<file path="src/hw/rtl/integer_to_ascii_formatter_top_macros.svh">
// Assertion macros for the integer to ASCII formatter.
// Included by the top level; needs nothing else.
`ifndef INTEGER_TO_ASCII_FORMATTER_TOP_MACROS_SVH
`define INTEGER_TO_ASCII_FORMATTER_TOP_MACROS_SVH

// Same-cycle implication, reset masks the check.
`define I2A_ASSERT_IMP(label, clk, rst, ante, cons, msg) \
  label: assert property (@(posedge clk) disable iff (rst) (ante) |-> (cons)) \
    else $error(msg);

// Next-cycle implication, reset masks the check.
`define I2A_ASSERT_NXT(label, clk, rst, ante, cons, msg) \
  label: assert property (@(posedge clk) disable iff (rst) (ante) |=> (cons)) \
    else $error(msg);

`endif

</file>
<file path="src/hw/rtl/i2a_pkg.sv">
// Shared constants, codes and helpers of the integer to ASCII formatter.
// No dependencies.
`timescale 1ns / 1ps
`default_nettype none

package i2a_pkg;

  // Buffer sizing
  localparam int BUF_CHARS  = 64;
  localparam int MAX_OUT    = 64;
  localparam int FILL_LIMIT = (BUF_CHARS < MAX_OUT) ? BUF_CHARS : MAX_OUT;
  localparam int ADDR_W     = $clog2(FILL_LIMIT);
  localparam int CNT_W      = 7;

  // Operand sizing
  localparam int VALUE_BITS = 64;
  localparam int CONV_W     = $clog2(VALUE_BITS + 1);
  // decimal digits needed for VALUE_BITS bits (log10(2) ~ 0.30103)
  localparam int BCD_DIGITS = (VALUE_BITS * 30103) / 100000 + 1;
  localparam int DSRC_W     = 4 * BCD_DIGITS;
  localparam int PAD_W      = 8;

  // Payload widths of the channels
  localparam int IN_VALUE_W = 64;
  localparam int FLAGS_W    = 6;
  localparam int PADIN_W    = 6;
  localparam int CHAR_W     = 8;

  // Radix codes
  typedef enum logic [1:0] {
    BASE_BIN = 2'd0,
    BASE_OCT = 2'd1,
    BASE_DEC = 2'd2,
    BASE_HEX = 2'd3
  } base_t;

  // Format flag bit positions
  localparam int FLAG_ZERO  = 0;
  localparam int FLAG_ALT   = 1;
  localparam int FLAG_LEFT  = 2;
  localparam int FLAG_SPC   = 3;
  localparam int FLAG_PLUS  = 4;
  localparam int FLAG_PREC  = 5;

  // ASCII codes
  localparam logic [CHAR_W-1:0] CH_SPACE = 8'h20;
  localparam logic [CHAR_W-1:0] CH_ZERO  = 8'h30;
  localparam logic [CHAR_W-1:0] CH_MINUS = 8'h2d;
  localparam logic [CHAR_W-1:0] CH_PLUS  = 8'h2b;
  localparam logic [CHAR_W-1:0] CH_X     = 8'h78;
  localparam logic [CHAR_W-1:0] CH_B     = 8'h62;

  // Digit value to lower-case ASCII
  function automatic logic [CHAR_W-1:0] digit_char(input logic [3:0] d);
    logic [CHAR_W-1:0] dx;
    dx = {4'h0, d};
    if (d < 4'd10) begin
      digit_char = CH_ZERO + dx;
    end else begin
      digit_char = 8'h57 + dx;
    end
  endfunction

endpackage

`default_nettype wire

</file>
<file path="src/hw/rtl/i2a_if.sv">
// Valid/ready channel interfaces of the integer to ASCII formatter.
// Depends on i2a_pkg for the payload widths.
`timescale 1ns / 1ps
`default_nettype none

// Input word: one operand and its format
interface i2a_in_if import i2a_pkg::*; ();
  logic                  valid;
  logic                  ready;
  logic [IN_VALUE_W-1:0] value;
  logic                  is_signed;
  logic [1:0]            base_select;
  logic [FLAGS_W-1:0]    format_flags;
  logic [PADIN_W-1:0]    pad_width;

  modport source (output valid, value, is_signed, base_select, format_flags, pad_width,
                  input ready);
  modport sink   (input valid, value, is_signed, base_select, format_flags, pad_width,
                  output ready);
endinterface

// Output word: one character of the field
interface i2a_out_if import i2a_pkg::*; ();
  logic              valid;
  logic              ready;
  logic [CHAR_W-1:0] char_out;
  logic              last_char;
  logic [CNT_W-1:0]  char_count;

  modport source (output valid, char_out, last_char, char_count, input ready);
  modport sink   (input valid, char_out, last_char, char_count, output ready);
endinterface

`default_nettype wire

</file>
<file path="src/hw/rtl/i2a_ram.sv">
// Generic single-write, single-read RAM with registered read data.
// No dependencies.
`timescale 1ns / 1ps
`default_nettype none

module i2a_ram #(
  parameter int WIDTH = 8,
  parameter int DEPTH = 64
) (
  input  wire logic                     clk,
  input  wire logic                     we,
  input  wire logic [$clog2(DEPTH)-1:0] waddr,
  input  wire logic [WIDTH-1:0]         wdata,
  input  wire logic [$clog2(DEPTH)-1:0] raddr,
  output logic      [WIDTH-1:0]         rdata
);

  logic [WIDTH-1:0] mem [DEPTH];

  always_ff @(posedge clk) begin
    if (we) begin
      mem[waddr] <= wdata;
    end
    rdata <= mem[raddr];
  end

endmodule

`default_nettype wire

</file>
<file path="src/hw/rtl/integer_to_ascii_formatter_top.sv">
// Top level of the integer to ASCII formatter: sequencer, shared shift unit, char buffer.
// Depends on i2a_pkg, i2a_if, i2a_ram and integer_to_ascii_formatter_top_macros.svh.
//
//   channel | dir | words                           | handshake
//   item    | in  | value, sign, base, flags, width | valid/ready
//   text    | out | char_out, last_char, char_count | valid/ready
//
// Steps per word: accept, shift-add-3 conversion (decimal only), digit count,
// left pad, digit writes, zero pad, prefix, sign and fill pad, then the chars
// go out, one per taken transfer.
// The digit shifter is shared and the char buffer takes one write per cycle.
// Reset (rst, synchronous) returns the sequencer to idle; nothing is cleared.
// The input is not ready until the last char has been taken; text stalls hold.
`timescale 1ns / 1ps
`default_nettype none
`include "integer_to_ascii_formatter_top_macros.svh"

module integer_to_ascii_formatter_top import i2a_pkg::*; (
  input wire logic  clk,
  input wire logic  rst,
  i2a_in_if.sink    item,
  i2a_out_if.source text
);

  typedef enum logic [11:0] {
    S_IDLE   = 12'b000000000001,
    S_CONV   = 12'b000000000010,
    S_COUNT  = 12'b000000000100,
    S_LJUST  = 12'b000000001000,
    S_DIGITS = 12'b000000010000,
    S_ZPAD   = 12'b000000100000,
    S_PFX    = 12'b000001000000,
    S_PZERO  = 12'b000010000000,
    S_SIGN   = 12'b000100000000,
    S_FILLB  = 12'b001000000000,
    S_RJUST  = 12'b010000000000,
    S_EMIT   = 12'b100000000000
  } state_t;

  state_t                   state, state_next;
  base_t                    base, base_next;
  logic [FLAGS_W-1:0]       flags, flags_next;
  logic                     neg, neg_next;
  logic                     mag_nz, mag_nz_next;
  logic signed [PAD_W-1:0]  padding, padding_next;
  logic [CNT_W-1:0]         numlen, numlen_next;
  logic [CNT_W-1:0]         fill_len, fill_len_next;
  logic [VALUE_BITS-1:0]    bin, bin_next;
  logic [DSRC_W-1:0]        dsrc, dsrc_next;
  logic [DSRC_W-1:0]        tmp, tmp_next;
  logic [CONV_W-1:0]        conv_cnt, conv_cnt_next;
  logic [ADDR_W-1:0]        pos, pos_next;

  // Operand conditioning at accept
  logic [VALUE_BITS-1:0]    raw;
  logic                     neg_in;
  logic [VALUE_BITS-1:0]    mag_in;

  // Shared digit shifter and fill compares
  logic [DSRC_W-1:0]        tmp_sh;
  logic [3:0]               digit;
  logic [DSRC_W-1:0]        bcd_adj;
  logic                     not_full;
  logic                     below_pad;
  logic signed [PAD_W:0]    lj_lim;
  logic                     below_lj;
  logic signed [PAD_W-1:0]  pad_adj;

  // Buffer port
  logic                     wen;
  logic [CHAR_W-1:0]        wdata;
  logic [CHAR_W-1:0]        rdata;

  assign raw    = item.value[VALUE_BITS-1:0];
  assign neg_in = item.is_signed && raw[VALUE_BITS-1];
  assign mag_in = neg_in ? (VALUE_BITS'(0) - raw) : raw;

  // One digit step: shift width and digit mask follow the radix
  always_comb begin
    case (base)
      BASE_BIN: begin
        tmp_sh = tmp >> 1;
        digit  = tmp[3:0] & 4'h1;
      end
      BASE_OCT: begin
        tmp_sh = tmp >> 3;
        digit  = tmp[3:0] & 4'h7;
      end
      default: begin
        tmp_sh = tmp >> 4;
        digit  = tmp[3:0];
      end
    endcase
  end

  // Add-3 correction of every BCD digit ahead of the shift
  always_comb begin
    for (int i = 0; i < BCD_DIGITS; i++) begin
      bcd_adj[i*4 +: 4] = (dsrc[i*4 +: 4] >= 4'd5) ? (dsrc[i*4 +: 4] + 4'd3)
                                                    : dsrc[i*4 +: 4];
    end
  end

  assign not_full  = fill_len < CNT_W'(FILL_LIMIT);
  assign below_pad = $signed({1'b0, fill_len}) < padding;
  assign lj_lim    = $signed({padding[PAD_W-1], padding}) - $signed({2'b00, numlen});
  assign below_lj  = $signed({2'b00, fill_len}) < lj_lim;

  // Alternate form adjusts the pad once the digit count is known
  always_comb begin
    pad_adj = padding;
    if (flags[FLAG_ALT]) begin
      if (base inside {BASE_BIN, BASE_HEX}) begin
        pad_adj = padding - PAD_W'(2);
      end else if (base == BASE_OCT && mag_nz && (padding < $signed({1'b0, numlen}))) begin
        pad_adj = padding + PAD_W'(1);
      end
    end
  end

  // Sequencer
  always_comb begin
    state_next    = state;
    base_next     = base;
    flags_next    = flags;
    neg_next      = neg;
    mag_nz_next   = mag_nz;
    padding_next  = padding;
    numlen_next   = numlen;
    bin_next      = bin;
    dsrc_next     = dsrc;
    tmp_next      = tmp;
    conv_cnt_next = conv_cnt;
    pos_next      = pos;
    wen           = 1'b0;
    wdata         = CH_SPACE;

    case (state)
      S_IDLE: begin
        if (item.valid) begin
          base_next     = base_t'(item.base_select);
          flags_next    = item.format_flags;
          neg_next      = neg_in;
          mag_nz_next   = mag_in != '0;
          padding_next  = $signed({2'b00, item.pad_width});
          numlen_next   = CNT_W'(1);
          bin_next      = mag_in;
          conv_cnt_next = '0;
          if (base_t'(item.base_select) == BASE_DEC) begin
            dsrc_next  = '0;
            state_next = S_CONV;
          end else begin
            dsrc_next  = DSRC_W'(mag_in);
            tmp_next   = DSRC_W'(mag_in);
            state_next = S_COUNT;
          end
        end
      end
      S_CONV: begin
        dsrc_next     = {bcd_adj[DSRC_W-2:0], bin[VALUE_BITS-1]};
        bin_next      = bin << 1;
        conv_cnt_next = conv_cnt + CONV_W'(1);
        if (conv_cnt == CONV_W'(VALUE_BITS - 1)) begin
          tmp_next   = {bcd_adj[DSRC_W-2:0], bin[VALUE_BITS-1]};
          state_next = S_COUNT;
        end
      end
      S_COUNT: begin
        if (tmp_sh != '0) begin
          numlen_next = numlen + CNT_W'(1);
          tmp_next    = tmp_sh;
        end else begin
          padding_next = pad_adj;
          tmp_next     = dsrc;
          state_next   = S_LJUST;
        end
      end
      S_LJUST: begin
        if (flags[FLAG_LEFT] && !flags[FLAG_PREC] && not_full && below_lj) begin
          wen = 1'b1;
        end else begin
          state_next = S_DIGITS;
        end
      end
      S_DIGITS: begin
        wen      = not_full;
        wdata    = digit_char(digit);
        tmp_next = tmp_sh;
        if (tmp_sh == '0) begin
          state_next = S_ZPAD;
        end
      end
      S_ZPAD: begin
        wdata = CH_ZERO;
        if (flags[FLAG_ZERO] && not_full && below_pad) begin
          wen = 1'b1;
        end else begin
          state_next = S_PFX;
        end
      end
      S_PFX: begin
        wen        = flags[FLAG_ALT] && mag_nz && not_full &&
                     (base inside {BASE_HEX, BASE_BIN});
        wdata      = (base == BASE_HEX) ? CH_X : CH_B;
        state_next = S_PZERO;
      end
      S_PZERO: begin
        wen        = flags[FLAG_ALT] && mag_nz && not_full;
        wdata      = CH_ZERO;
        state_next = S_SIGN;
      end
      S_SIGN: begin
        wen        = (neg || flags[FLAG_PLUS]) && not_full;
        wdata      = neg ? CH_MINUS : CH_PLUS;
        state_next = S_FILLB;
      end
      S_FILLB: begin
        wdata = flags[FLAG_SPC] ? CH_SPACE : CH_ZERO;
        if ((flags[FLAG_SPC] || flags[FLAG_PREC]) && not_full && below_pad) begin
          wen = 1'b1;
        end else begin
          state_next = S_RJUST;
        end
      end
      S_RJUST: begin
        if (!flags[FLAG_LEFT] && !flags[FLAG_ZERO] && padding != '0 &&
            not_full && below_pad) begin
          wen = 1'b1;
        end else begin
          pos_next   = ADDR_W'(fill_len - CNT_W'(1));
          state_next = S_EMIT;
        end
      end
      S_EMIT: begin
        if (text.ready) begin
          if (pos == '0) begin
            state_next = S_IDLE;
          end else begin
            pos_next = pos - ADDR_W'(1);
          end
        end
      end
      default: begin
        state_next = S_IDLE;
      end
    endcase
  end

  // Char count: cleared at accept, bumped on each stored char
  always_comb begin
    fill_len_next = fill_len;
    if (state == S_IDLE && item.valid) begin
      fill_len_next = '0;
    end else if (wen) begin
      fill_len_next = fill_len + CNT_W'(1);
    end
  end

  // Control registers
  always_ff @(posedge clk) begin
    if (rst) begin
      state <= S_IDLE;
    end else begin
      state <= state_next;
    end
  end

  // Working registers
  always_ff @(posedge clk) begin
    base     <= base_next;
    flags    <= flags_next;
    neg      <= neg_next;
    mag_nz   <= mag_nz_next;
    padding  <= padding_next;
    numlen   <= numlen_next;
    fill_len <= fill_len_next;
    bin      <= bin_next;
    dsrc     <= dsrc_next;
    tmp      <= tmp_next;
    conv_cnt <= conv_cnt_next;
    pos      <= pos_next;
  end

  // Char buffer, filled right to left, read back at the next position
  i2a_ram #(
    .WIDTH (CHAR_W),
    .DEPTH (FILL_LIMIT)
  ) u_buf (
    .clk   (clk),
    .we    (wen),
    .waddr (fill_len[ADDR_W-1:0]),
    .wdata (wdata),
    .raddr (pos_next),
    .rdata (rdata)
  );

  // Channel outputs
  assign item.ready      = (state == S_IDLE);
  assign text.valid      = (state == S_EMIT);
  assign text.char_out   = rdata;
  assign text.last_char  = (pos == '0);
  assign text.char_count = fill_len;

  // Checks
  `I2A_ASSERT_IMP(a_no_overlap, clk, rst, text.valid, !item.ready,
                  "input ready while a field is still going out")
  `I2A_ASSERT_NXT(a_field_cont, clk, rst, text.valid && text.ready && !text.last_char,
                  text.valid, "field broke off before its last char")
  `I2A_ASSERT_NXT(a_field_end, clk, rst, text.valid && text.ready && text.last_char,
                  item.ready, "not ready for a new word after the last char")
  `I2A_ASSERT_IMP(a_count_range, clk, rst, text.valid,
                  text.char_count != '0 && text.char_count <= CNT_W'(FILL_LIMIT),
                  "char count out of range")

endmodule

`default_nettype wire
</file>
<file path="src/flat_wrapper.sv">
// flat-port wrapper written by rule: the top's interface ports become plain ports
module integer_to_ascii_formatter_top_flat import i2a_pkg::*;
  (clk, rst, item_valid, item_value, item_is_signed, item_base_select, item_format_flags, item_pad_width, item_ready, text_valid, text_char_out, text_last_char, text_char_count, text_ready);
  i2a_in_if item_i ();
  i2a_out_if text_i ();
  input wire logic clk;
  input wire logic rst;
  input wire logic [$bits(item_i.valid)-1:0] item_valid;
  input wire logic [$bits(item_i.value)-1:0] item_value;
  input wire logic [$bits(item_i.is_signed)-1:0] item_is_signed;
  input wire logic [$bits(item_i.base_select)-1:0] item_base_select;
  input wire logic [$bits(item_i.format_flags)-1:0] item_format_flags;
  input wire logic [$bits(item_i.pad_width)-1:0] item_pad_width;
  output wire logic [$bits(item_i.ready)-1:0] item_ready;
  output wire logic [$bits(text_i.valid)-1:0] text_valid;
  output wire logic [$bits(text_i.char_out)-1:0] text_char_out;
  output wire logic [$bits(text_i.last_char)-1:0] text_last_char;
  output wire logic [$bits(text_i.char_count)-1:0] text_char_count;
  input wire logic [$bits(text_i.ready)-1:0] text_ready;
  assign item_i.valid = item_valid;
  assign item_i.value = item_value;
  assign item_i.is_signed = item_is_signed;
  assign item_i.base_select = item_base_select;
  assign item_i.format_flags = item_format_flags;
  assign item_i.pad_width = item_pad_width;
  assign item_ready = item_i.ready;
  assign text_valid = text_i.valid;
  assign text_char_out = text_i.char_out;
  assign text_last_char = text_i.last_char;
  assign text_char_count = text_i.char_count;
  assign text_i.ready = text_ready;
  integer_to_ascii_formatter_top u_core (.clk(clk), .rst(rst), .item(item_i), .text(text_i));
endmodule
</file>
<file path="config.mk">
export PLATFORM = sky130hd
export DESIGN_NAME = integer_to_ascii_formatter_top_flat
export DESIGN_NICKNAME = d
export VERILOG_FILES = /design/src/hw/rtl/i2a_pkg.sv /design/src/hw/rtl/i2a_if.sv /design/src/hw/rtl/i2a_ram.sv /design/src/hw/rtl/integer_to_ascii_formatter_top.sv /design/src/flat_wrapper.sv
export VERILOG_INCLUDE_DIRS = /design/src /design/src/hw/rtl
export SDC_FILE = /design/constraint.sdc
export NUM_CORES = 1
export LEC_CHECK = 0
export BUFFER_PORTS_ARGS = -buffer_cell sky130_fd_sc_hd__buf_2
export CORE_ASPECT_RATIO = 1.2
export CORE_MARGIN = 2
export CORE_UTILIZATION = 50
export CTS_BUF_LIST = sky130_fd_sc_hd__clkbuf_8
export DETAILED_ROUTE_END_ITERATION = 10
export GPL_ROUTABILITY_DRIVEN = 0
export PLACE_DENSITY_LB_ADDON = 0.08
export SETUP_SLACK_MARGIN = 0.2
export SLEW_MARGIN = 15
export SYNTH_ARGS = -nofsm -noshare
export SYNTH_HDL_FRONTEND = slang
export SYNTH_SLANG_ARGS = --single-unit
</file>
<file path="constraint.sdc">
create_clock -name clk -period 5.5 [get_ports clk]
set_input_delay 0.275 -clock clk [delete_from_list [all_inputs] [get_ports clk]]
set_output_delay 0.275 -clock clk [all_outputs]
set_load 0.05 [all_outputs]
</file>
# After elaboration in Yosys (flattened, before gate mapping)
# Memory sizes are Yosys's and may differ from the RTL's. A register that Yosys moved wholly into a read port is not among the register bits.
# Cells that the tools add are included.
totals:
  register_bits: 281
  ramBits: 512
  out_inout_bits: 18
  elab_cells: 213
  mem_count: 1
memory_table:
  columns: ["memory", "words", "width", "read_ports", "rd_ports_with_merged_regs", "write_ports", "line", "rtl"]
  rows:
  - ["u_core.u_buf.mem", 64, 8, 1, 1, 1, "i2a_ram.sv:18", "logic [WIDTH-1:0] mem [DEPTH];"]
op_classes:
  addsub: 31
  order_cmp: 25
  n_eq_ne: 30
  n_mux: 72
  n_reduce_logical: 41
op_table:
  columns: ["operator", "n"]
  rows:
  - ["2-to-1 mux 80 bit", 5]
  - ["case mux 80 bit (4 select lines)", 1]
  - ["2-to-1 mux 64 bit", 3]
  - ["case mux 80 bit (2 select lines)", 1]
  - ["case mux 79 bit (2 select lines)", 1]
  - ["case mux 12 bit (12 select lines)", 1]
  - ["case mux 64 bit (2 select lines)", 1]
  - ["2-to-1 mux 12 bit", 10]
  - ["greater-or-equal comparator 4 x 3 -> 1 bit (second input constant)", 20]
  - ["zero test 80 bit", 1]
  - ["nonzero test 80 bit", 1]
  - ["adder 4 x 2 -> 4 bit (second input constant)", 19]
  - ["2-to-1 mux 4 bit", 19]
  - ["nonzero test 64 bit", 1]
  - ["subtractor 1 x 64 -> 64 bit (first input constant)", 1]
  - ["2-to-1 mux 8 bit", 6]
  - ["case mux 8 bit (5 select lines)", 1]
  - ["case mux 7 bit (2 select lines)", 2]
  - ["adder 7 x 1 -> 7 bit (second input constant)", 3]
  - ["2-to-1 mux 7 bit", 3]
  - ["logical AND 1 bit", 19]
  - ["2-to-1 mux 6 bit", 3]
  - ["less-than comparator 8 bit", 2]
  - ["case mux 8 bit (2 select lines)", 1]
  - ["other kinds (47)", 74]

# Logic depth before layout (Yosys ltp)
# Gate-level depths: netlist of run 1.
depth:
  ltp_word: 9
  depth_mapped: 17
  depth_no_buf: 15

# Modules after synthesis
# Synthesis of run 1 repeated with hierarchy kept, for this count alone.
hier_totals:
  hier_cells: 2999
  hier_area_um2: 38720.9
by_module_without_submodules:
  columns: ["module", "n_inst", "cells_each", "area_per_inst_um2", "seq_area_each_um2"]
  rows:
  - ["i2a_ram", 1, 940, 20166.8, 15534.9]
  - ["integer_to_ascii_formatter_top", 1, 2059, 18554.0, 8187.9]

# Least setup slack after synthesis of run 1
# Ideal clock, no wire load.
synth_timing:
  path_type: "reg-to-reg"
  from: "register u_core.state[5]"
  to: "register u_core.tmp[0] (enable)"
  setup_ns: 0.519
  arrival_time_ns: 6.780
  required_time_ns: 4.981
  setup_slack_ns: -1.799
  path_stages_with_launch: 10
  cell_sequence: "dfxtp_1 -> clkbuf_1 -> or4_1 -> nor2_1 -> nand2_1 -> nor3b_1 -> nand2_1 -> clkinv_1 -> a21oi_1 -> nor2_1"
synth_via:
  elab_chain_cells: 3
  word_cells_on_any_way: 9
  cone_classes: "eq/ne (7); reduce/logical (2)"
synth_rtl:
  columns: ["element", "line", "rtl"]
  rows:
  - ["start, declared", "integer_to_ascii_formatter_top.sv:40", "state_t state, state_next;"]
  - ["start signal, assigned", "integer_to_ascii_formatter_top.sv:264", "state <= state_next;"]
  - ["equality test 12 x 1 -> 1 bit (*)", null, null]
  - ["net item_ready", "flat_wrapper.sv:14", "output wire logic [$bits(item_i.ready)-1:0] item_ready;"]
  - ["inequality test 2 bit (no source line) / nonzero test 4 bit (equally long branches)", null, null]
  - ["AND reduction 4 bit (no source line) (*)", null, null]
  - ["end signal, assigned", "integer_to_ascii_formatter_top.sv:279", "tmp <= tmp_next;"]
  - ["end, declared", "integer_to_ascii_formatter_top.sv:50", "logic [DSRC_W-1:0] tmp, tmp_next;"]
# Mark *: on every way through the listed nets, which the timed path passes. The rest lies on a longest branch.
# A chain may end at the register's enable or synchronous reset.

# Final worst setup path of run 1
layout_timing:
  from: "register u_core.base[1]"
  to: "register u_core.tmp[14], data pin"
layout_via:
  elab_chain_cells: 5
  word_cells_on_any_way: 6
  cone_classes: "eq/ne (1); mux (3); reduce/logical (2)"
layout_rtl:
  columns: ["element", "line", "rtl"]
  rows:
  - ["start, declared", "integer_to_ascii_formatter_top.sv:41", "base_t base, base_next;"]
  - ["start signal, assigned", "integer_to_ascii_formatter_top.sv:270", "base <= base_next;"]
  - ["equality test 2 x 1 -> 1 bit / zero test 2 bit (equally long branches)", "integer_to_ascii_formatter_top.sv:80", "case (base)"]
  - ["case mux 79 bit (2 select lines) (*)", "integer_to_ascii_formatter_top.sv:80", null]
  - ["nonzero test 80 bit", "integer_to_ascii_formatter_top.sv:169", "if (tmp_sh != '0) begin"]
  - ["2-to-1 mux 80 bit", "integer_to_ascii_formatter_top.sv:169", null]
  - ["case mux 80 bit (4 select lines) (*)", "integer_to_ascii_formatter_top.sv:138", "case (state)"]
  - ["net u_core.tmp_next[14]", "integer_to_ascii_formatter_top.sv:50", null]
# Marks and branches as above.

==> run metrics, run 1 <==
status=finished clean; Seq/Total Area, Yosys=59.92%; detailed-route via count=26020; R2R cell count=13; ys async rst share=0%; Total GRT Usage=26.97%; RSZ-0062 raised after global routing=no; share of cells above drive strength 1=12.37%; CP Data Arrival Time=5.32 ns; register bit total from synthesis=736; initial antenna violation count=1; DRC Markers=0; commonest non-fill, non-tap cell in the layout=edfxtp_1; largest net degree at the start of global routing=123; Initial Util=50.38%; CTS Buf Count=117; Setup crit end=u_core.tmp[14]$_DFFE_PP_; start point of the critical path=u_core.base[1]$_DFFE_PP_; H-tree Lvls=3; CTS tree=yes; WP data required=5.95 ns; R2R Path Start=u_core.base[1]$_DFFE_PP_; synthesized cell area=0.03635 mm²; drt pass-1 iters=6; nets=3424; Via density=6.054; Setup-failing EPs final=0; power per cell area=370.1 mW/mm²; FMAX=205.2 MHz; final wirelength=102.4 mm; clock-pin transition on the worst setup and hold timing paths=0.06 ns; Final Power=0.01524 W; vias in the first global route=26060; Max-Cap Viols=0; filler instances=6067; LEAKAGE=13.81 nW; clock period minus worst slack=4.873 ns; Post-synth top flop=edfxtp_1; most frequent cells in the layout=704 x edfxtp_1, 313 x nor2_1, 301 x a21oi_1; Max Root-Sink Buffers=3; global-route wire length before repair=154.6 mm; Final period util=88.61%; clk_lat worst skew=0.76 ns; Relative slew margins=26.78%; PortBufs=99; Final HPWL DP=68.91 mm; Die Y=299.4 µm; Setup TNS Final=0 ns; yosys warns=0; clk_skew=0.04123 ns; CP max FO=73; die area=0.07489 mm²; Crit Path Class=reg -> reg; row count=108; Area Growth Syn to Fin=13.25%; Die W=250.1 µm; I/O Pins=101; EDFF count, synth=704; Crit. End Element=register; DRT iter0 DRCs=2016; root buffer cell=clkbuf_8; Peak VDD IR=0.0003658 V; worst-margin pin slew=1.098 ns; antenna viol nets, final=0; Core Area=0.07216 mm²; Post-CTS Setup Inserts=0; grt ovf=0; final hold vios=0; worst min path class=in -> reg; CP startpoint kind=register; slack of the worst reg-to-reg path=0.63 ns; Final Slew Violations=0; Clock Sinks=736; Mapped Avg Cell Area=12.03 µm²; worst r2r dst=u_core.tmp[14]$_DFFE_PP_; Cells after Synth=3021; post-synth cell types=87; average wire per standard cell=23.82 µm
[per-layer routing]
metal	vias up	part of all wire, %	global-route usage (%)	wire length, µm
met2	890	51	47.76	51960
li1	12080	-	-	-
met5	-	0	0	0
met3	241	4.9	3.482	5021
met1	12810	39	31.88	39820
met4	0	5.4	14.73	5564
[cells in the mapped netlist (32+ instances only)]
cell type / number / area (µm²)
xnor2_1: 71 / 621.9
o21ai_0: 90 / 450.4
nand4_1: 48 / 300.3
mux2i_1: 233 / 2332
a2111oi_0: 32 / 280.3
nor3_1: 45 / 225.2
dfxtp_1: 32 / 640.6
o22ai_1: 148 / 925.9
inv_1: 83 / 311.6
xor2_1: 44 / 385.4
nand3_1: 54 / 270.3
ha_1: 75 / 938.4
a22o_1: 73 / 639.4
a21oi_1: 301 / 1506
nor2_1: 317 / 1190
nand2_1: 120 / 450.4
buf_2: 39 / 195.2
or3_1: 68 / 425.4
nor3b_1: 33 / 247.7
clkbuf_1: 88 / 330.3
edfxtp_1: 704 / 21140
[per-stage QoR]
| stage | utilization [%] | hold WS (ns) | instances | setup slack [ns] | area (µm²) |
|---|---|---|---|---|---|
| 6_report | 57.05 | 0.05743 | 4298 | 0.6267 | 41170 |
| 5_1_grt | 57.05 | 0.06585 | 4298 | 0.3906 | 41170 |
| 4_1_cts | 57.05 | 0.00006894 | 4297 | 0.7160 | 41170 |
| 3_5_place_dp | 53.53 | 0.4545 | 4058 | 0.7387 | 38620 |
| 3_3_place_gp | 53.52 | 0.4528 | 4058 | 0.7800 | 38620 |
| 2_1_floorplan | - | 0.3517 | 3084 | 0.2979 | 36600 |
[how the worst min path moves through the flow]
stage,endpoint,depth (start not counted),startpoint
floorplan,u_core.state[6]$_SDFFE_PP0P_,1,rst
global placement,u_core.flags[4]$_DFFE_PP_,1,item_format_flags[4]
detailed placement,u_core.flags[0]$_DFFE_PP_,1,item_format_flags[0]
CTS,u_core.dsrc[38]$_DFFE_PP_,3,item_value[38]
global route,u_core.dsrc[57]$_DFFE_PP_,3,item_value[57]
finish,u_core.bin[37]$_DFFE_PP_,3,item_value[37]
[flip-flops by register name (all words and copies together) (netlist names), 2 cells and up]
register                cells
u_core.base                 2
u_core.bin                 64
u_core.conv_cnt             7
u_core.dsrc                80
u_core.flags                6
u_core.numlen               7
u_core.padding              8
u_core.pos                  6
u_core.state               12
u_core.text.char_count      7
u_core.tmp                 80
u_core.u_buf.mem          448
u_core.u_buf.rdata          7
[cell families (layout without fill, tap and decap cells)]
family          Yosys count  after routing  synth area share [%]
mux                     233            233                 6.416
xor+xnor                116            116                 2.815
flops                   736            736                 59.92
buf+inv                 255            533                 3.015
fa+ha+maj                76             76                 2.636
compound gates          806            806                 14.28
other cells               2             66               0.02066
simple gates            797            797                 10.90
[what timing repair did]
action,CTS,global route
hold endpoints to repair,40,0
hold buffers,23,0
resized for setup,0,0
[area by class of cell]
| type | instances | area (µm²) | share of cell area (%) |
|---|---|---|---|
| sequential | 736 | 21780 | 52.91 |
| multi-input combinational | 2093 | 13870 | 33.68 |
| clock buffer | 130 | 1789 | 4.346 |
| timing repair buffer | 233 | 1722 | 4.182 |
| tap | 935 | 1170 | 2.842 |
| clock inverter | 86 | 523.0 | 1.270 |
| inverter | 84 | 315.3 | 0.7659 |
| antenna | 1 | 2.502 | 0.006078 |
[power breakdown]
| group | internal [W] | switching (W) |
|---|---|---|
| combinational | 0.00106 | 0.00206 |
| clock | 0.00244 | 0.00221 |
| sequential | 0.00695 | 0.000518 |
| total | 0.0104 | 0.00479 |
[critical path, cell delays in order (launching register included)]
cell and delay, ns:
edfxtp_1 0.39, inv_1 0.10, ha_2 0.27, nor2_4 0.21, buf_4 0.28, a21oi_1 0.57, nand4_1 0.35, or4_1 0.56
or3_1 0.55, a21boi_4 0.23, buf_12 0.30, nor2_1 0.08, a2111oi_0 0.44, a21oi_1 0.13
No activity file was read; power rests on OpenSTA's default activity.
==> inputs of run 2 (changes only) <==
- BUFFER_PORTS_ARGS: -buffer_cell sky130_fd_sc_hd__buf_2 -> -buffer_cell sky130_fd_sc_hd__clkbuf_2
- CORE_MARGIN: 2 -> default
- PLACE_DENSITY_LB_ADDON: 0.08 -> 0.12
==> run 2 against run 1 <==
Against the previous run:
- final area is 0.55% lower
- sequential share of layout area increased by 0.29 points
- global-route usage fell by 0.099 points
- non-clock buffer count down 36
- critical endpoint is now u_core.tmp[6]$_DFFE_PP_
==> run metrics, run 2 (synthesis results as in run 1) <==
Initial Util=50.85% (+0.47 points); fin cells=4262 (-0.84%); vias in the first global route=25870 (-0.72%); most flop-heavy register=u_core.u_buf.mem; sequential standard cell area=0.02178 mm² (unchanged); max reg flops=448 (unchanged); Crit Path Class=reg -> reg; Die Y=297.4 µm (-0.67%); Inst Count DP=4018 (-0.99%); I/O Pins=101 (unchanged); Max stage delay on crit path=0.57 ns (about the same); RSZ-0062 raised after global routing=no; final hold vios=0 (unchanged); final wirelength=99.52 mm (-2.8%); root buffer cell=clkbuf_8; Clock Sinks=736 (unchanged); row count=107 (-0.93%); Buf/Inv on CP=2 (-1); Placement Setup Slack=0.7883 ns (+0.04957 ns); detailed-route via count=25700 (-1.2%); status=finished clean; drt pass-1 iters=5 (-1); largest net degree at the start of global routing=194 (+58%); DRT iter0 DRCs=2113 (+4.8%); CP Data Arrival Time=5.29 ns (-0.03 ns); Core Area=0.07149 mm² (-0.93%); Final Slew Violations=0 (unchanged); cts hold-fix bufs=18 (-22%); filler instances=6035 (-0.53%); CP startpoint kind=register; share of cells above drive strength 1=11.66% (-0.71 points); Max Root-Sink Buffers=3 (unchanged); Total GRT Usage=26.87% (-0.099 points); CTS tree=yes; worst-margin pin slew=1.208 ns (+0.1095 ns); crit-path cells=ha_2 > buf_4 > a22o_1 > a21oi_1 > nand4_1 > or4_1 > or3_1 > a21boi_4 > buf_12 > nor2_1 > a2111oi_0 > a21oi_1; clk_lat worst skew=0.73 ns (-0.03 ns); slowest stage cell, crit path=or4_1; Post-CTS Setup Inserts=0 (unchanged); average wire per standard cell=23.35 µm (-2.0%); Relative slew margins=19.48% (-7.3 points); Setup-failing EPs final=0 (unchanged); DRC Markers=0 (unchanged); clock period minus worst slack=4.904 ns (+0.03082 ns); global-route wire length before repair=151.4 mm (-2.1%); most frequent cells in the layout=704 x edfxtp_1, 314 x nor2_1, 301 x a21oi_1; Die W=248.1 µm (-0.80%); clock-pin transition on the worst setup and hold timing paths=0.07 ns (about the same); grt ovf=0 (unchanged); Area Growth Syn to Fin=12.62%; antenna viol nets, final=0 (unchanged); WP data required=5.89 ns (-0.06 ns); post-CTS sizing=0 (unchanged); CP max FO=69 (-5.5%); H-tree Lvls=3 (unchanged); Crit. End Element=register; PortBufs=99 (unchanged); FMAX=203.9 MHz (-0.63%); power per cell area=375.2 mW/mm² (+1.4%); CP most frequent cell=a21oi_1; initial antenna violation count=1 (unchanged); top flop regs=u_core.u_buf.mem x448, u_core.dsrc x80, u_core.tmp x80; Final period util=89.17% (+0.56 points); Final HPWL DP=66.34 mm (-3.7%); die area=0.07379 mm² (-1.5%); worst min path class=in -> reg; LEAKAGE=13.66 nW (-1.0%); Final Core Density=57.27% (+0.21 points); hold slack=0.05822 ns (+0.0007880 ns); Via density=6.031 (-0.38%); Max-Cap Viols=0 (unchanged); CTS Buf Count=119 (+1.7%); clk_skew=0.03095 ns (-0.01028 ns); Final WS setup=0.5958 ns (-0.03082 ns); Peak VDD IR=0.0003108 V (-15%); nets=3390 (-0.99%); Top delay family on crit path=compound AO/OA/AOI/OAI gates; commonest non-fill, non-tap cell in the layout=edfxtp_1; Multi-input gate area=0.01386 mm² (about the same); Setup TNS Final=0 ns (unchanged)
run 2: cell count changes in the layout (fill, tap and decap cells not counted), sizes merged:
cell,before,now
buf,210,80
bufinv,6,7
clkbuf,130,229
clkinv,45,56
dlygate4sd3,23,18
inv,117,114
run 2: stage by stage:
stage	area (µm²)	total power [W]
floorplan	36600	0.009553
global placement	38340	0.01053
detailed placement	38340	0.01063
CTS	40940	0.01541
global route	40940	0.01604
finish	40940	0.01536
run 2: path summary, 6_finish.rpt:
path | start | endpoint | slack (ns) | cells past startpoint
setup / recovery | u_core.base[0]$_DFFE_PP_ | u_core.tmp[6]$_DFFE_PP_ | 0.60 | 12
hold / removal | item_value[32] | u_core.bin[32]$_DFFE_PP_ | 0.06 | 3
setup reg to reg | u_core.base[0]$_DFFE_PP_ | u_core.tmp[6]$_DFFE_PP_ | 0.60 | 12
hold reg to reg | u_core.bin[62]$_DFFE_PP_ | u_core.bin[63]$_DFFE_PP_ | 0.54 | 2
run 2: worst reg2reg max path, delay by kind of cell (launching register included):
family | cells | cell delay [ns]
simple gates | 4 | 1.64
fa+ha+maj | 1 | 0.24
flops | 1 | 0.43
compound gates | 5 | 1.66
buf+inv | 2 | 0.63
run 2: per-layer routing:
layer	GRT usage [%]	routed length (µm)	vias to the layer above
met5	0	0	-
met4	15.46	5903	0
met3	3.338	4857	272
met2	46.07	49800	850
met1	32.31	38950	12560
li1	-	-	12020
run 2: report_power, final:
group / total, W / leakage, nW / internal [W] / switching, W
clock: 0.00479 / 1.35 / 0.00252 / 0.00227
sequential: 0.00747 / 6.38 / 0.00695 / 0.000517
combinational: 0.00311 / 5.93 / 0.00106 / 0.00205
total: 0.0154 / 13.7 / 0.0105 / 0.00483
run 2: cell type report:
cell class	count	area share [%]
Sequential cell	736	53.20
Multi-Input combinational cell	2093	33.86
Clock buffer	130	4.370
Timing Repair Buffer	197	3.423
Tap cell	926	2.830
Clock inverter	95	1.537
Inverter	84	0.7701
Antenna cell	1	0.006112
==> inputs of run 3 (changes only) <==
- SYNTH_HIERARCHICAL: default -> 1
==> run 3 against run 2 <==
Against the previous run:
- via count up 3.3%
- final cell count up 4.9%
- synthesized cell count down 0.73%
- worst hold slack better by 0.013 ns
- combinational power up 8.7%
- synthesized area up 6.5%
- critical endpoint is now u_core/u_buf/mem[11][1]$_DFFE_PP_
- largest power group unchanged
- count of clock-buffer cells in the layout up 9
- routed wire length up 3.1%
- largest cell class unchanged
==> run metrics, run 3 <==
status=finished clean; Relative slew margins=30.25% (+11 points); Area after DPL=0.04136 mm² (+7.9%); Core Area=0.07652 mm² (+7.0%); Metal-1 WL=39.62 mm (+1.7%); global-route wire length before repair=157.4 mm (+3.9%); filler instances=6132 (+1.6%); Final period util=92.96% (+3.8 points); vias in the first global route=26950 (+4.2%); max reg flops=512 (+14%); synthesized cell area=0.03872 mm² (+6.5%); Seq/Total Area, Yosys=61.27% (+1.4 points); Final Slew Violations=0 (unchanged); DR WL met3=5.241 mm (+7.9%); CP max FO=8 (-88%); post-synth cell types=84 (-3.4%); clock period minus worst slack=5.113 ns (+0.2084 ns); RSZ-0062 raised after global routing=yes; Area contributors post-synth=edfxtp_1 60%, mux4_2 7.3%, a21oi_1 3.2%; Final HPWL DP=70.26 mm (+5.9%); commonest non-fill, non-tap cell in the layout=edfxtp_1; largest net degree at the start of global routing=83 (-57%); antenna viol nets, final=0 (unchanged); WP data required=5.89 ns (about the same); area fraction of the dominant cell type after synthesis=59.56% (+1.4 points); Setup TNS Final=0 ns (unchanged); Peak VDD IR=0.0003160 V (+1.7%); highest metal used=met4; Mapped Avg Cell Area=12.91 µm² (+7.3%); most flop-heavy register=u_core/u_buf/mem; Total GRT Usage=26.30% (-0.56 points); DRC Markers=0 (unchanged); yosys warns=6 (+6); DRT iter0 DRCs=2385 (+13%); most frequent cells in the layout=768 x edfxtp_1, 311 x nor2_1, 248 x a21oi_1; final hold vios=0 (unchanged); finished layout cell area=0.04421 mm² (+8.0%); most frequent cell after synthesis=edfxtp_1; Setup-failing EPs final=0 (unchanged); register bit total from synthesis=801 (+8.8%); Via density=5.937 (-1.6%); CTS tree=yes; grt ovf=0 (unchanged); PortBufs=100 (+1.0%); Area Growth Syn to Fin=14.18%; Commonest cells post-synth=768 x edfxtp_1, 314 x nor2_1, 249 x a21oi_1; drt pass-1 iters=6 (+1); Max-Cap Viols=0 (unchanged); EDFF count, synth=768 (+9.1%); clk_lat worst skew=0.79 ns (+0.06 ns); Crit Path Class=reg -> reg; Die Y=306.8 µm (+3.2%); met2 wire length=52.82 mm (+6.1%); CP Data Arrival Time=5.51 ns (+0.22 ns); initial antenna violation count=2 (+1); detailed-route via count=26550 (+3.3%); row count=111 (+3.7%); worst-margin pin slew=1.042 ns (-0.1654 ns); CP startpoint kind=register; Die W=256.0 µm (+3.2%); Crit. End Element=register; root buffer cell=clkbuf_8; power per cell area=364.0 mW/mm² (-3.0%); average wire per standard cell=22.95 µm (-1.7%); nets=3514 (+3.7%); share of cells above drive strength 1=16.34% (+4.7 points); clock-pin transition on the worst setup and hold timing paths=0.06 ns (about the same); final wirelength=102.6 mm (+3.1%); LEAKAGE=15.27 nW (+12%); Post-CTS Setup Inserts=0 (unchanged); H-tree Lvls=4 (+1); top flop regs=u_core/u_buf/mem x512, u_core/dsrc x80, u_core/tmp x80; Clock Sinks=801 (+8.8%); Max Root-Sink Buffers=3 (unchanged); Synth area leader=edfxtp_1; ys async rst share=0% (unchanged); die area=0.07856 mm² (+6.5%); FMAX=195.6 MHz (-4.1%); Initial Util=50.60% (-0.25 points); Post-synth top flop=edfxtp_1; I/O Pins=101 (unchanged); Final Power=0.01609 W (+4.8%); Cells after Synth=2999 (-0.73%); clk_skew=0.04042 ns (+0.009466 ns); worst min path class=in -> reg; CTS Buf Count=130 (+9.2%)
## run 3: layout make-up
class                      instances  area, µm²  area share, %
timing repair buffer             257       1954          4.421
tap                             1017       1272          2.878
antenna                            2      5.005        0.01132
sequential                       801      23720          53.66
multi-input combinational       2094      14650          33.14
inverter                          71      266.5         0.6028
clock inverter                    90      424.2         0.9594
clock buffer                     139       1913          4.327
## run 3: metal layers
layer	vias up	track usage [%]
met5	-	0
met4	0	13.03
met3	228	4.047
met2	949	46.63
met1	13210	31.16
li1	12160	-
## run 3: critical path, stage by stage, from the launching register on
cell	delay, ns
edfxtp_1	0.42
inv_1	0.11
ha_1	0.24
fa_1	0.40
nor2b_1	0.14
o21a_1	0.13
o21ai_0	0.10
nand2b_1	0.09
a21oi_1	0.07
xor2_1	0.15
ha_1	0.19
a2111oi_0	0.37
a21oi_1	0.11
o31a_1	0.13
o211ai_1	0.48
nand3_1	0.76
nor2_1	0.81
## run 3: cells by family (layout without fill, tap and decap cells)
kind of cell               after synthesis  in the layout  share of synthesized area [%]
buffers and inverters                  230            557                          2.634
muxes                                  168            168                          8.460
other                                    2            130                        0.01940
adders and majority gates               76             76                          2.475
AOI/OAI and AO/OA                      727            727                          11.66
DFF                                    801            801                          61.27
xor gates and xnor gates               116            116                          2.643
and+or+nand+nor                        879            879                          10.85
## run 3: power by group
| part | leakage (nW) | switching (W) | internal (W) | total (W) |
|---|---|---|---|---|
| Sequential | 7.11 | 0.000511 | 0.00749 | 0.00800 |
| Combinational | 6.79 | 0.00215 | 0.00123 | 0.00338 |
| Clock | 1.37 | 0.00234 | 0.00238 | 0.00471 |
## run 3: worst paths after layout
kind | slack, ns | cells past startpoint | end | startpoint
setup / recovery | 0.39 | 16 | u_core/u_buf/mem[11][1]$_DFFE_PP_ | u_core/padding[0]$_DFFE_PP_
setup reg to reg | 0.39 | 16 | u_core/u_buf/mem[11][1]$_DFFE_PP_ | u_core/padding[0]$_DFFE_PP_
hold reg to reg | 0.51 | 2 | u_core/state[10]$_SDFFE_PP0P_ | u_core/state[10]$_SDFFE_PP0P_
hold / removal | 0.07 | 3 | u_core/bin[4]$_DFFE_PP_ | item_value[4]
## run 3: stage by stage
stage / utilization (%) / cells / setup WS [ns] / hold slack [ns]
after floorplan: - / 3125 / 0.2068 / 0.3543
after global placement: 54.05 / 4192 / 0.5453 / 0.4545
after detailed placement: 54.05 / 4192 / 0.4446 / 0.4544
after CTS: 57.72 / 4468 / 0.4406 / 0.001007
after global routing: 57.77 / 4471 / 0.1246 / 0.03997
final: 57.77 / 4471 / 0.3874 / 0.07148
## run 3: timing repair
action,in CTS,in global routing
setup endpoints to repair,0,46
resized for setup,0,3
endpoints found under the hold margin,84,0
hold buffers,47,0
